### src/fdsm_pkg.sv
`default_nettype none
package fdsm_pkg;

  localparam int MAX_WIDTH_DEF  = 1024;
  localparam int MAX_HEIGHT_DEF = 512;

  // wide enough for a position + 1 against a clamped size at the largest frame limit
  localparam int POS_CMP_W = 13;

  localparam int PIX_W   = 8;
  localparam int FW_W    = 11;
  localparam int FH_W    = 10;
  localparam int THR_W   = 8;
  localparam int PITCH_W = 8;
  localparam int SROW_W  = 9;
  localparam int SCOL_W  = 10;

  localparam int CFG_IDX_W  = 4;
  localparam int CFG_DATA_W = 11;

  localparam logic [CFG_IDX_W-1:0] REG_FRAME_WIDTH    = CFG_IDX_W'(0);
  localparam logic [CFG_IDX_W-1:0] REG_FRAME_HEIGHT   = CFG_IDX_W'(1);
  localparam logic [CFG_IDX_W-1:0] REG_DIFF_THRESHOLD = CFG_IDX_W'(2);
  localparam logic [CFG_IDX_W-1:0] REG_SPOT_PITCH     = CFG_IDX_W'(3);

  localparam logic [FW_W-1:0]    RST_FRAME_WIDTH    = FW_W'(640);
  localparam logic [FH_W-1:0]    RST_FRAME_HEIGHT   = FH_W'(480);
  localparam logic [THR_W-1:0]   RST_DIFF_THRESHOLD = THR_W'(20);
  localparam logic [PITCH_W-1:0] RST_SPOT_PITCH     = PITCH_W'(31);

  // bgr to gray, 14-bit fixed point
  localparam int W_BLUE     = 1868;
  localparam int W_GREEN    = 9617;
  localparam int W_RED      = 4899;
  localparam int GRAY_SHIFT = 14;
  localparam int GRAY_ROUND = 8192;
  localparam int PROD_W     = 22;
  localparam int SUM_W      = 23;

  localparam int OUT_FIFO_DEPTH = 4;

  typedef struct packed {
    logic [FW_W-1:0]    frame_width;
    logic [FH_W-1:0]    frame_height;
    logic [THR_W-1:0]   diff_threshold;
    logic [PITCH_W-1:0] spot_pitch;
  } cfg_t;

  typedef struct packed {
    logic              is_spot;
    logic [SROW_W-1:0] spot_row;
    logic [SCOL_W-1:0] spot_col;
    logic              end_of_frame;
  } tag_t;

  typedef struct packed {
    logic [PIX_W-1:0]  gray;
    logic              foreground;
    logic              is_spot;
    logic              spot_motion;
    logic [SROW_W-1:0] spot_row;
    logic [SCOL_W-1:0] spot_col;
    logic              end_of_frame;
  } res_t;

endpackage
`default_nettype wire

### src/fdsm_out_fifo.sv
`default_nettype none
module fdsm_out_fifo #(
  parameter int DEPTH = fdsm_pkg::OUT_FIFO_DEPTH
) (
  input  wire logic                        clk,
  input  wire logic                        rst,
  input  wire logic                        push,
  input  wire fdsm_pkg::res_t              push_data,
  input  wire logic                        pop,
  output logic                             head_valid,
  output fdsm_pkg::res_t                   head,
  output logic [$clog2(DEPTH+1)-1:0]       count
);
  localparam int PW = $clog2(DEPTH);
  localparam int NW = $clog2(DEPTH+1);

  fdsm_pkg::res_t slots [DEPTH];
  logic [PW-1:0]  wr_ptr, rd_ptr;

  always_ff @(posedge clk) begin
    if (push) begin
      slots[wr_ptr] <= push_data;
    end
  end

  always_ff @(posedge clk) begin
    if (rst) begin
      wr_ptr <= '0;
      rd_ptr <= '0;
      count  <= '0;
    end else begin
      if (push) begin
        wr_ptr <= (wr_ptr == PW'(DEPTH - 1)) ? '0 : wr_ptr + PW'(1);
      end
      if (pop) begin
        rd_ptr <= (rd_ptr == PW'(DEPTH - 1)) ? '0 : rd_ptr + PW'(1);
      end
      count <= count + NW'(push) - NW'(pop);
    end
  end

  assign head_valid = (count != '0);
  assign head       = slots[rd_ptr];
endmodule
`default_nettype wire

### config.mk
export PLATFORM = sky130hd
export DESIGN_NAME = fdsm_out_fifo
export DESIGN_NICKNAME = d
export VERILOG_FILES = /design/src/fdsm_pkg.sv /design/src/fdsm_out_fifo.sv
export SDC_FILE = /design/constraint.sdc
export NUM_CORES = 1
export LEC_CHECK = 0
export ABC_AREA = 0
export BUFFER_PORTS_ARGS = -buffer_cell sky130_fd_sc_hd__buf_2
export CORE_MARGIN = 2
export CORE_UTILIZATION = 52
export CTS_CLUSTER_DIAMETER = 120
export DETAILED_ROUTE_END_ITERATION = 10
export PLACE_DENSITY = 0.73
export SLEW_MARGIN = 25
export SYNTH_ARGS = -nofsm -noshare
export SYNTH_HDL_FRONTEND = slang
export SYNTH_SLANG_ARGS = --single-unit
### constraint.sdc
create_clock -name clk -period 2.1 [get_ports clk]
set_input_delay 0.21 -clock clk [delete_from_list [all_inputs] [get_ports clk]]
set_output_delay 0.21 -clock clk [all_outputs]
set_load 0.02 [all_outputs]
==> run metrics <==
Remaining DRCs=0; WL/cell=18.5 µm; TritonCTS clock tree=built; clock buffer depth=2; ANT cells=0; post-synthesis average cell area=about 24 µm²; Worst Max-Slew Pin Slew=831 ps; global-route wire length before repair=around 13000 µm; largest cells by area after synthesis=edfxtp_1 (76%), mux4_2 (14%), dfxtp_1 (3.7%), ha_1 (1.8%), buf_6 (0.69%); Layout Skew=11.9 ps; number of buffers created by CTS=17; worst r2r src=wr_ptr[0]; total setup buffers inserted after CTS=0; r2r worst-path depth=3; antenna viol nets, final=0; critical-path maximum fanout=11; CTS Root Buffer Type=clkbuf_8; post-layout instance area=6390 µm²; area grow syn2layout=30.0%; Data required, critical path=1890 ps; PnR Total Power=6670 µW; share of layout cells above drive strength 1=0.434; final setup fails=0; ys async rst share=0; syn nets=between 200 and 250; critical path cell sequence=bufbuf_16 > mux4_2 > buf_2; Fin. Hold Viols=0; H-tree lvl count=4; Mapped Area=between 4000 and 5000 µm²; Slew HR=0.446; number of flops mapped to enable cells by yosys=124; post-synthesis sequential area ratio=0.794; I/O pins=70; post-layout minimum cycle time=2080 ps; CP Data Arrival Time=1870 ps; vias in the first global route=2509; synthesized flop and latch total=133; power per cell area=approximately 1000 nW/µm²; count leader, synth=edfxtp_1; peak supply drop=roughly 760 µV; WL final=8250 µm; CP max stage delay=around 500 ps; cell row count=35; final core occ=0.695; leakage=approximately 0.0023 µW; fillers=approximately 560; Die Y=just over 100 µm; RSZ-0062 raised after global routing=yes; Distinct cells, synth=18; GRT Residual Overflow=0; TNS Setup=0 ps; Hold Crit Start=push; post-synth top area cell=edfxtp_1; critical path class=reg -> out; CORE AREA=9200 µm²; status=finished clean; routability congestion estimate from global placement=0.680; Port Buffers=69; largest net degree at the start of global routing=32; Worst R2R End=slots[0][16]; clock-pin slew on the worst setup and hold paths=60 ps; vias=2351; Die Wd=101 µm; Critical-path top delay cell=mux4_2; r2r setup slk=430 ps; Yosys warnings=0; Total Routing Usage GR=0.175; Tcrit/Tclk final=0.991; Cells after Synth=202; nets@finish=365; Initial Util=0.535; drt via density=5.28; Most used DFF post-synth=edfxtp_1; crit end category=output pin; Max Clk Rate=480 MHz; initial antenna violation count=0; total die area=10200 µm²; TritonRoute pass-1 iters=6; DP HPWL=4780 µm; WHS Path Cells=3; Max Cap Violations=0; clock tree sinks=133; CP Launch Type=flop; Starting DRT DRC Count=131; Cell Area, Placed=5450 µm²; HP Class=in -> reg; max-slew violations=0; top cells by count, synth=edfxtp_1 (124), mux4_2 (30), dfxtp_1 (9), ha_1 (7), inv_1 (5); Yosys top cell area share=0.757; Hold Path End=wr_ptr[1]; clock latency on the worst-skew pair=510 ps
[cell families after synthesis]
kind of cell	synth area share
AO/OA/AOI/OAI	0.00204
XOR/XNOR	0.00458
flip-flops	0.794
AND/OR/NAND/NOR	0.0168
adder cells (fa/ha/maj)	0.0219
buffers and inverters	0.0137
multiplexers	0.147
[worst max-delay path by stage]
| stage | endpoint | cells after the start |
|---|---|---|
| final | head[29] | 3 |
| after CTS | head[29] | 3 |
| after detailed placement | slots[0][4] | 3 |
| after floorplan | slots[2][0] | 3 |
| after global routing | head[9] | 3 |
| after global placement | slots[0][4] | 3 |
[layout by cell type (no fill, tap or decap), types with 5 or more instances in the layout]
cell and n:
dfxtp_1 7, inv_1 5, clkbuf_16 16, buf_2 69
mux4_2 31, clkinvlp_4 6, dlygate4sd3_1 32, edfxtp_1 124
ha_1 7
[flip-flops by register name, indices dropped and copies added (netlist names), named ones only]
register / flops
wr_ptr: 2
count: 3
rd_ptr: 2
slots: 124
[metrics by stage]
| step | setup slack (ps) | hold WS (ps) | cells |
|---|---|---|---|
| CTS | -27.4 | 30.3 | 445 |
| floorplan | 404 | 277 | 202 |
| detailed placement | 398 | 430 | 381 |
| global route | -58.3 | 70.6 | 445 |
| finish | 18.0 | 56.5 | 445 |
| global placement | 468 | 423 | 381 |
[worst max-delay path: cells and delay by family (launching register included)]
| kind | cells | cell delay [ps] |
|---|---|---|
| mux | 1 | 500 |
| flops | 1 | 390 |
| buf+inv | 2 | 490 |
[report_power, final]
group          switching (µW)  internal (µW)
logic                     358            332
registers                51.4           3030
clock network            1090           1810
total                    1500           5170
[cell type report]
class	count	area (µm²)	share of cell area
clock buffers	17	414	0.0648
repair buffers	107	786	0.123
flip-flops and latches	133	3910	0.611
multi-input cells	58	946	0.148
well taps	111	139	0.0217
clock inverters	14	179	0.0280
inverters	5	18.8	0.00294
[per-layer routing]
| metal | track usage | up-vias | wire (µm) |
|---|---|---|---|
| li1 | - | 1081 | - |
| met1 | 0.212 | 1206 | 3450 |
| met2 | 0.301 | 60 | 4500 |
| met3 | 0.0483 | 4 | 271 |
| met4 | 0.0686 | 0 | 36 |
| met5 | 0 | - | 0 |
[repair_timing]
item	in CTS	in global routing
setup endpoints to repair	1	12
gates resized for setup	1	0
hold buffers	32	0
hold endpoints to repair	133	0
pin swaps	0	0
gates cloned	1	0
Power figures use the tool's default switching activity.
