$ cat src/fdsm_pkg.sv
`default_nettype none
package fdsm_pkg;

  localparam int MAX_WIDTH_DEF  = 1024;
  localparam int MAX_HEIGHT_DEF = 512;

  // wide enough for a position + 1 against a clamped size at the largest frame limit
  localparam int POS_CMP_W = 13;

  localparam int PIX_W   = 8;
  localparam int FW_W    = 11;
  localparam int FH_W    = 10;
  localparam int THR_W   = 8;
  localparam int PITCH_W = 8;
  localparam int SROW_W  = 9;
  localparam int SCOL_W  = 10;

  localparam int CFG_IDX_W  = 4;
  localparam int CFG_DATA_W = 11;

  localparam logic [CFG_IDX_W-1:0] REG_FRAME_WIDTH    = CFG_IDX_W'(0);
  localparam logic [CFG_IDX_W-1:0] REG_FRAME_HEIGHT   = CFG_IDX_W'(1);
  localparam logic [CFG_IDX_W-1:0] REG_DIFF_THRESHOLD = CFG_IDX_W'(2);
  localparam logic [CFG_IDX_W-1:0] REG_SPOT_PITCH     = CFG_IDX_W'(3);

  localparam logic [FW_W-1:0]    RST_FRAME_WIDTH    = FW_W'(640);
  localparam logic [FH_W-1:0]    RST_FRAME_HEIGHT   = FH_W'(480);
  localparam logic [THR_W-1:0]   RST_DIFF_THRESHOLD = THR_W'(20);
  localparam logic [PITCH_W-1:0] RST_SPOT_PITCH     = PITCH_W'(31);

  // bgr to gray, 14-bit fixed point
  localparam int W_BLUE     = 1868;
  localparam int W_GREEN    = 9617;
  localparam int W_RED      = 4899;
  localparam int GRAY_SHIFT = 14;
  localparam int GRAY_ROUND = 8192;
  localparam int PROD_W     = 22;
  localparam int SUM_W      = 23;

  localparam int OUT_FIFO_DEPTH = 4;

  typedef struct packed {
    logic [FW_W-1:0]    frame_width;
    logic [FH_W-1:0]    frame_height;
    logic [THR_W-1:0]   diff_threshold;
    logic [PITCH_W-1:0] spot_pitch;
  } cfg_t;

  typedef struct packed {
    logic              is_spot;
    logic [SROW_W-1:0] spot_row;
    logic [SCOL_W-1:0] spot_col;
    logic              end_of_frame;
  } tag_t;

  typedef struct packed {
    logic [PIX_W-1:0]  gray;
    logic              foreground;
    logic              is_spot;
    logic              spot_motion;
    logic [SROW_W-1:0] spot_row;
    logic [SCOL_W-1:0] spot_col;
    logic              end_of_frame;
  } res_t;

endpackage
`default_nettype wire

$ cat src/fdsm_raster.sv
`default_nettype none
module fdsm_raster #(
  parameter int MAX_WIDTH  = fdsm_pkg::MAX_WIDTH_DEF,
  parameter int MAX_HEIGHT = fdsm_pkg::MAX_HEIGHT_DEF
) (
  input  wire logic                                        clk,
  input  wire logic                                        rst,
  input  wire logic                                        step,
  input  wire logic                                        frame_start,
  input  wire fdsm_pkg::cfg_t                              cfg,
  output logic [$clog2(MAX_WIDTH*MAX_HEIGHT)-1:0]          addr,
  output fdsm_pkg::tag_t                                   tag
);
  localparam int CW = $clog2(MAX_WIDTH);
  localparam int RW = $clog2(MAX_HEIGHT);
  localparam int AW = $clog2(MAX_WIDTH*MAX_HEIGHT);
  localparam int PW = fdsm_pkg::PITCH_W;
  localparam int XW = fdsm_pkg::POS_CMP_W;

  logic [CW-1:0] col, col_next, cur_col;
  logic [RW-1:0] row, row_next, cur_row;
  logic [AW-1:0] row_base, row_base_next, cur_base;
  logic [PW-1:0] col_phase, col_phase_next, cur_cph;
  logic [PW-1:0] row_phase, row_phase_next, cur_rph;
  logic [CW-1:0] spot_col_idx, spot_col_idx_next, cur_sci;
  logic [RW-1:0] spot_row_idx, spot_row_idx_next, cur_sri;

  logic [XW-1:0] fw, fh, w_eff, h_eff;
  logic [PW:0]   p_eff;
  logic          last_col, last_row, col_wrap, row_wrap, spot;

  always_comb begin
    cur_col  = frame_start ? '0 : col;
    cur_row  = frame_start ? '0 : row;
    cur_base = frame_start ? '0 : row_base;
    cur_cph  = frame_start ? '0 : col_phase;
    cur_rph  = frame_start ? '0 : row_phase;
    cur_sci  = frame_start ? '0 : spot_col_idx;
    cur_sri  = frame_start ? '0 : spot_row_idx;

    fw = XW'(cfg.frame_width);
    fh = XW'(cfg.frame_height);
    if (fw == '0) begin
      w_eff = XW'(1);
    end else if (fw > XW'(MAX_WIDTH)) begin
      w_eff = XW'(MAX_WIDTH);
    end else begin
      w_eff = fw;
    end
    if (fh == '0) begin
      h_eff = XW'(1);
    end else if (fh > XW'(MAX_HEIGHT)) begin
      h_eff = XW'(MAX_HEIGHT);
    end else begin
      h_eff = fh;
    end
    p_eff = (cfg.spot_pitch == '0) ? (PW+1)'(1) : {1'b0, cfg.spot_pitch};

    last_col = (XW'(cur_col) + XW'(1)) >= w_eff;
    last_row = (XW'(cur_row) + XW'(1)) >= h_eff;
    col_wrap = ({1'b0, cur_cph} + (PW+1)'(1)) >= p_eff;
    row_wrap = ({1'b0, cur_rph} + (PW+1)'(1)) >= p_eff;
    spot     = (cur_cph == '0) && (cur_rph == '0);

    addr             = cur_base + AW'(cur_col);
    tag.is_spot      = spot;
    tag.spot_row     = spot ? fdsm_pkg::SROW_W'(cur_sri) : '0;
    tag.spot_col     = spot ? fdsm_pkg::SCOL_W'(cur_sci) : '0;
    tag.end_of_frame = last_col && last_row;

    col_next          = '0;
    row_next          = '0;
    row_base_next     = '0;
    col_phase_next    = '0;
    row_phase_next    = '0;
    spot_col_idx_next = '0;
    spot_row_idx_next = '0;
    if (!last_col) begin
      col_next          = cur_col + CW'(1);
      col_phase_next    = col_wrap ? '0 : cur_cph + PW'(1);
      spot_col_idx_next = cur_sci + CW'(col_wrap);
      row_next          = cur_row;
      row_base_next     = cur_base;
      row_phase_next    = cur_rph;
      spot_row_idx_next = cur_sri;
    end else if (!last_row) begin
      row_next          = cur_row + RW'(1);
      row_base_next     = cur_base + AW'(MAX_WIDTH);
      row_phase_next    = row_wrap ? '0 : cur_rph + PW'(1);
      spot_row_idx_next = cur_sri + RW'(row_wrap);
    end
  end

  always_ff @(posedge clk) begin
    if (rst) begin
      col          <= '0;
      row          <= '0;
      row_base     <= '0;
      col_phase    <= '0;
      row_phase    <= '0;
      spot_col_idx <= '0;
      spot_row_idx <= '0;
    end else if (step) begin
      col          <= col_next;
      row          <= row_next;
      row_base     <= row_base_next;
      col_phase    <= col_phase_next;
      row_phase    <= row_phase_next;
      spot_col_idx <= spot_col_idx_next;
      spot_row_idx <= spot_row_idx_next;
    end
  end
endmodule
`default_nettype wire

$ cat config.mk
export PLATFORM = sky130hd
export DESIGN_NAME = fdsm_raster
export DESIGN_NICKNAME = d
export VERILOG_FILES = /design/src/fdsm_pkg.sv /design/src/fdsm_raster.sv
export SDC_FILE = /design/constraint.sdc
export NUM_CORES = 1
export LEC_CHECK = 0
export ABC_AREA = 1
export BUFFER_PORTS_ARGS = -buffer_cell sky130_fd_sc_hd__buf_2
export CORE_MARGIN = 5
export CORE_UTILIZATION = 64
export DETAILED_ROUTE_END_ITERATION = 16
export PLACE_DENSITY = 0.87
export SYNTH_ARGS = -nofsm -noshare
export SYNTH_HDL_FRONTEND = slang
export SYNTH_SLANG_ARGS = --single-unit
$ cat constraint.sdc
create_clock -name clk -period 8 [get_ports clk]
set_input_delay 0.8 -clock clk [delete_from_list [all_inputs] [get_ports clk]]
set_output_delay 0.8 -clock clk [all_outputs]
set_load 0.02 [all_outputs]
==> out/summary.txt <==
Post-DP HPWL -> 10.7 mm
clock latency on the worst-skew pair -> 0.35 ns
largest family of logic cells by synthesized area -> simple AND/OR/NAND/NOR gates
total gr overflow -> 0
Arrival @ worst endpoint -> 4.24 ns
hold path cells -> 2
r2r startpoint -> col[0]
die area -> 11,900 um^2
status -> complete, no violations
CTS hold repair buffers -> 0
unrepaired setup endpoints after global routing -> false
worst-case reg-to-reg path depth -> 23
CTS tree -> built
actual slew at the worst max-slew pin -> 0.817 ns
via/cell ratio -> 5.29
Synth cell types -> 42
Layout area overhead -> 8.43%
Post-synth EDFFs -> 0
crit path from -> frame_start
number of CTS-inserted buffers -> 9
Hold Crit Class -> reg -> reg
Seq/Total Area, Yosys -> 23.2%
largest net degree at the start of global routing -> 70
Net Count, Synth -> 1,081
Core Area -> 9680 um^2
max_cap viols -> 0
FF+latch count, synth -> 73
CTS H-tree depth -> 3
VDD IR max -> 0.0957 mV
gr busiest metal -> met2
clock skew -> 0.00964 ns
DRC violations left -> 0
met2 Use GR -> 44.3%
synthesized cell area -> 6310 um^2
Final Hold Viols -> 0
Crit path required time -> 7.20 ns
reg2reg end -> spot_col_idx[2]
maximum clock insertion buffer count -> 2
# fillers -> 856
hold_sp -> row_base[0]
Die Height -> 109 um
crit path launch type -> input pin
setup tns final -> 0 ns
achievable frequency -> 198 MHz
Resized cells post-CTS -> 0
# Post-CTS Setup Buffers -> 0
compound-gate portion of the synthesized area -> 11.4%
DRT iter0 DRCs -> 358
most frequent cell on the critical path -> nand2_1
syn avg cell area -> 6.43 um^2
initial core utilization -> 65.1%
GRT Overall Usage -> 25.3%
1st-pass router iterations -> 5
Warnings, synthesis -> 0
crit share post-route -> 63.0%
met1 GRT Util -> 32.4%
buffers added on ports -> 72
Final Critical Period -> 5.04 ns
met3 GRT Util -> 4.32%
number of global-route vias before repair -> 5,760
Post-Synth XOR/XNOR Area -> 6.09%
die width -> 109 um
CP endpoint kind -> output pin
Core Util, Final -> 70.6%
vias -> 6,191
Slew HR -> 45.5%
Post-Synth Adder-Cell Area -> 11.8%
IO Pins -> 81
Clock Pin Slew Worst Setup and Hold Paths -> 0.07 ns
CP Cell Sequence -> buf_2 -> inv_2 -> nand2_1 -> inv_1 -> nand2_1 -> nor2_2 -> nand3_1 -> xnor2_2 -> ha_1 -> nand2_1 -> inv_1 -> nand3_1 -> nor2_1 -> nor2_2 -> nand3_2 -> buf_4 -> nand2_1 -> inv_1 -> buf_2
CP max FO -> 47
Ant. Diodes -> 0
CTS root buf -> clkbuf_8
initial antenna violation count -> 0
worst reg-to-reg setup slack -> 3.71 ns
Slowest cell on crit path -> inv_2
Final ANT Viol Nets -> 0
end of the worst hold path -> row_base[0]
Post-synth top flop -> dfxtp_1
pwr/cell area -> 109 nW/um^2
ys async rst share -> 0%
clock sink count -> 73
drt wl/cell -> 12.5 um
Setup CP Type -> in -> out
share of layout cells above drive strength 1 -> 13.6%
nets@finish -> 1,133
global-route wire length before repair -> 25.0 mm
Cells after Synth -> 981
mux cell area share after synthesis -> 0%
max incr delay on CP -> 0.61 ns
fin. max-slew vios -> 0
# setup viols final -> 0
Pleak -> 3.39 nW
Simple-Gate Fraction of Synth Area -> 35.2%
FP Rows -> 36
final WL -> 14.7 mm
gp weighted congestion -> 0.878
## per-layer routing
metal | share of wire [%] | vias up
li1 | - | 3230
met2 | 48 | 173
met4 | 1.7 | 0
met5 | 0 | -
met3 | 5.4 | 23
met1 | 45 | 2765
## layout by cell type, fill, tap and decap left out, types with 2 or more instances in the layout
| master | instances |
|---|---|
| nand3b_1 | 8 |
| nor2_2 | 11 |
| clkbuf_1 | 2 |
| nor2_1 | 130 |
| a21oi_4 | 3 |
| nor3_2 | 6 |
| dfxtp_1 | 73 |
| o22ai_1 | 3 |
| xor2_1 | 34 |
| clkbuf_8 | 9 |
| o211ai_1 | 2 |
| buf_2 | 72 |
| a211oi_1 | 3 |
| o21ai_0 | 18 |
| clkinv_2 | 3 |
| buf_4 | 4 |
| a21oi_1 | 56 |
| xnor2_1 | 8 |
| inv_2 | 5 |
| a22oi_1 | 10 |
| nand4_1 | 12 |
| nand3_2 | 11 |
| ha_1 | 58 |
| inv_1 | 148 |
| nor4_1 | 6 |
| a31oi_1 | 2 |
| nor3_1 | 19 |
| nand3_1 | 65 |
| a21oi_2 | 11 |
| nand2_1 | 231 |
## flip-flops by register name, indices dropped and copies added, names as in the netlist
signal,flops
col,10
col_phase,8
spot_col_idx,10
row_base,19
row,9
row_phase,8
spot_row_idx,9
## how the worst max path moves through the flow
stage	depth (start not counted)	endpoint
2_1_floorplan	26	spot_col_idx[8]
3_3_place_gp	19	tag[0]
3_5_place_dp	24	spot_col_idx[2]
4_1_cts	19	tag[0]
5_1_grt	19	tag[0]
6_report	19	tag[0]
## power breakdown
part	switching, mW	internal [mW]	total, mW	leakage, nW
logic	0.0703	0.0291	0.0994	2.71
registers	0.00190	0.366	0.368	0.589
clock network	0.135	0.141	0.277	0.0929
total	0.208	0.537	0.744	3.39
## critical path, delay by kind of cell
| kind | cells | cell delay (ns) |
|---|---|---|
| buffers and inverters | 7 | 1.76 |
| XOR/XNOR | 1 | 0.19 |
| adder cells (fa/ha/maj) | 1 | 0.30 |
| AND/OR/NAND/NOR | 10 | 1.18 |
## cell type report
type | count | area [um^2] | area share [%]
repair buffers | 76 | 390 | 5.71
clock inverters | 4 | 45.0 | 0.659
multi-input cells | 720 | 4070 | 59.5
flip-flops and latches | 73 | 1460 | 21.4
well taps | 133 | 166 | 2.43
inverters | 153 | 574 | 8.40
clock buffers | 11 | 131 | 1.92
## metrics by stage
stage	cell area, um^2	cells	total power, mW	hold slack, ns	worst slack, ns
floorplan	6310	981	0.451	0.425	3.91
global placement	6660	1155	0.474	0.432	3.05
detailed placement	6660	1155	0.476	0.437	3.04
CTS	6840	1170	0.749	0.448	3.03
global route	6840	1170	0.775	0.461	2.64
finish	6840	1170	0.744	0.445	2.96
## cell families (layout without fill, tap and decap cells)
group	Yosys count	after routing
xor gates and xnor gates	43	43
and+or+nand+nor	503	503
buffers and inverters	188	244
AOI/OAI and AO/OA	115	115
adders and majority gates	59	59
DFF	73	73
## synthesized netlist by cell type, types with 4 or more instances
cell type,instances,share of area [%]
nor3_1,19,1.5
nand3_1,65,5.2
nand4_1,12,1.2
nand2_1,231,14
nand3_2,11,1.7
nor3_2,6,0.95
nor2_2,11,1.1
inv_2,5,0.30
buf_2,11,0.87
nor4_1,6,0.60
dfxtp_1,73,23
a22oi_1,10,1.2
ha_1,58,12
buf_4,7,0.83
buf_6,4,0.71
a21oi_2,11,1.5
xor2_1,34,4.7
clkbuf_1,13,0.77
xnor2_1,8,1.1
nand3b_1,8,0.95
o21ai_0,18,1.4
a21oi_1,56,4.4
nor2_1,130,7.7
inv_1,148,8.8
(Power assumes the default switching activity.)
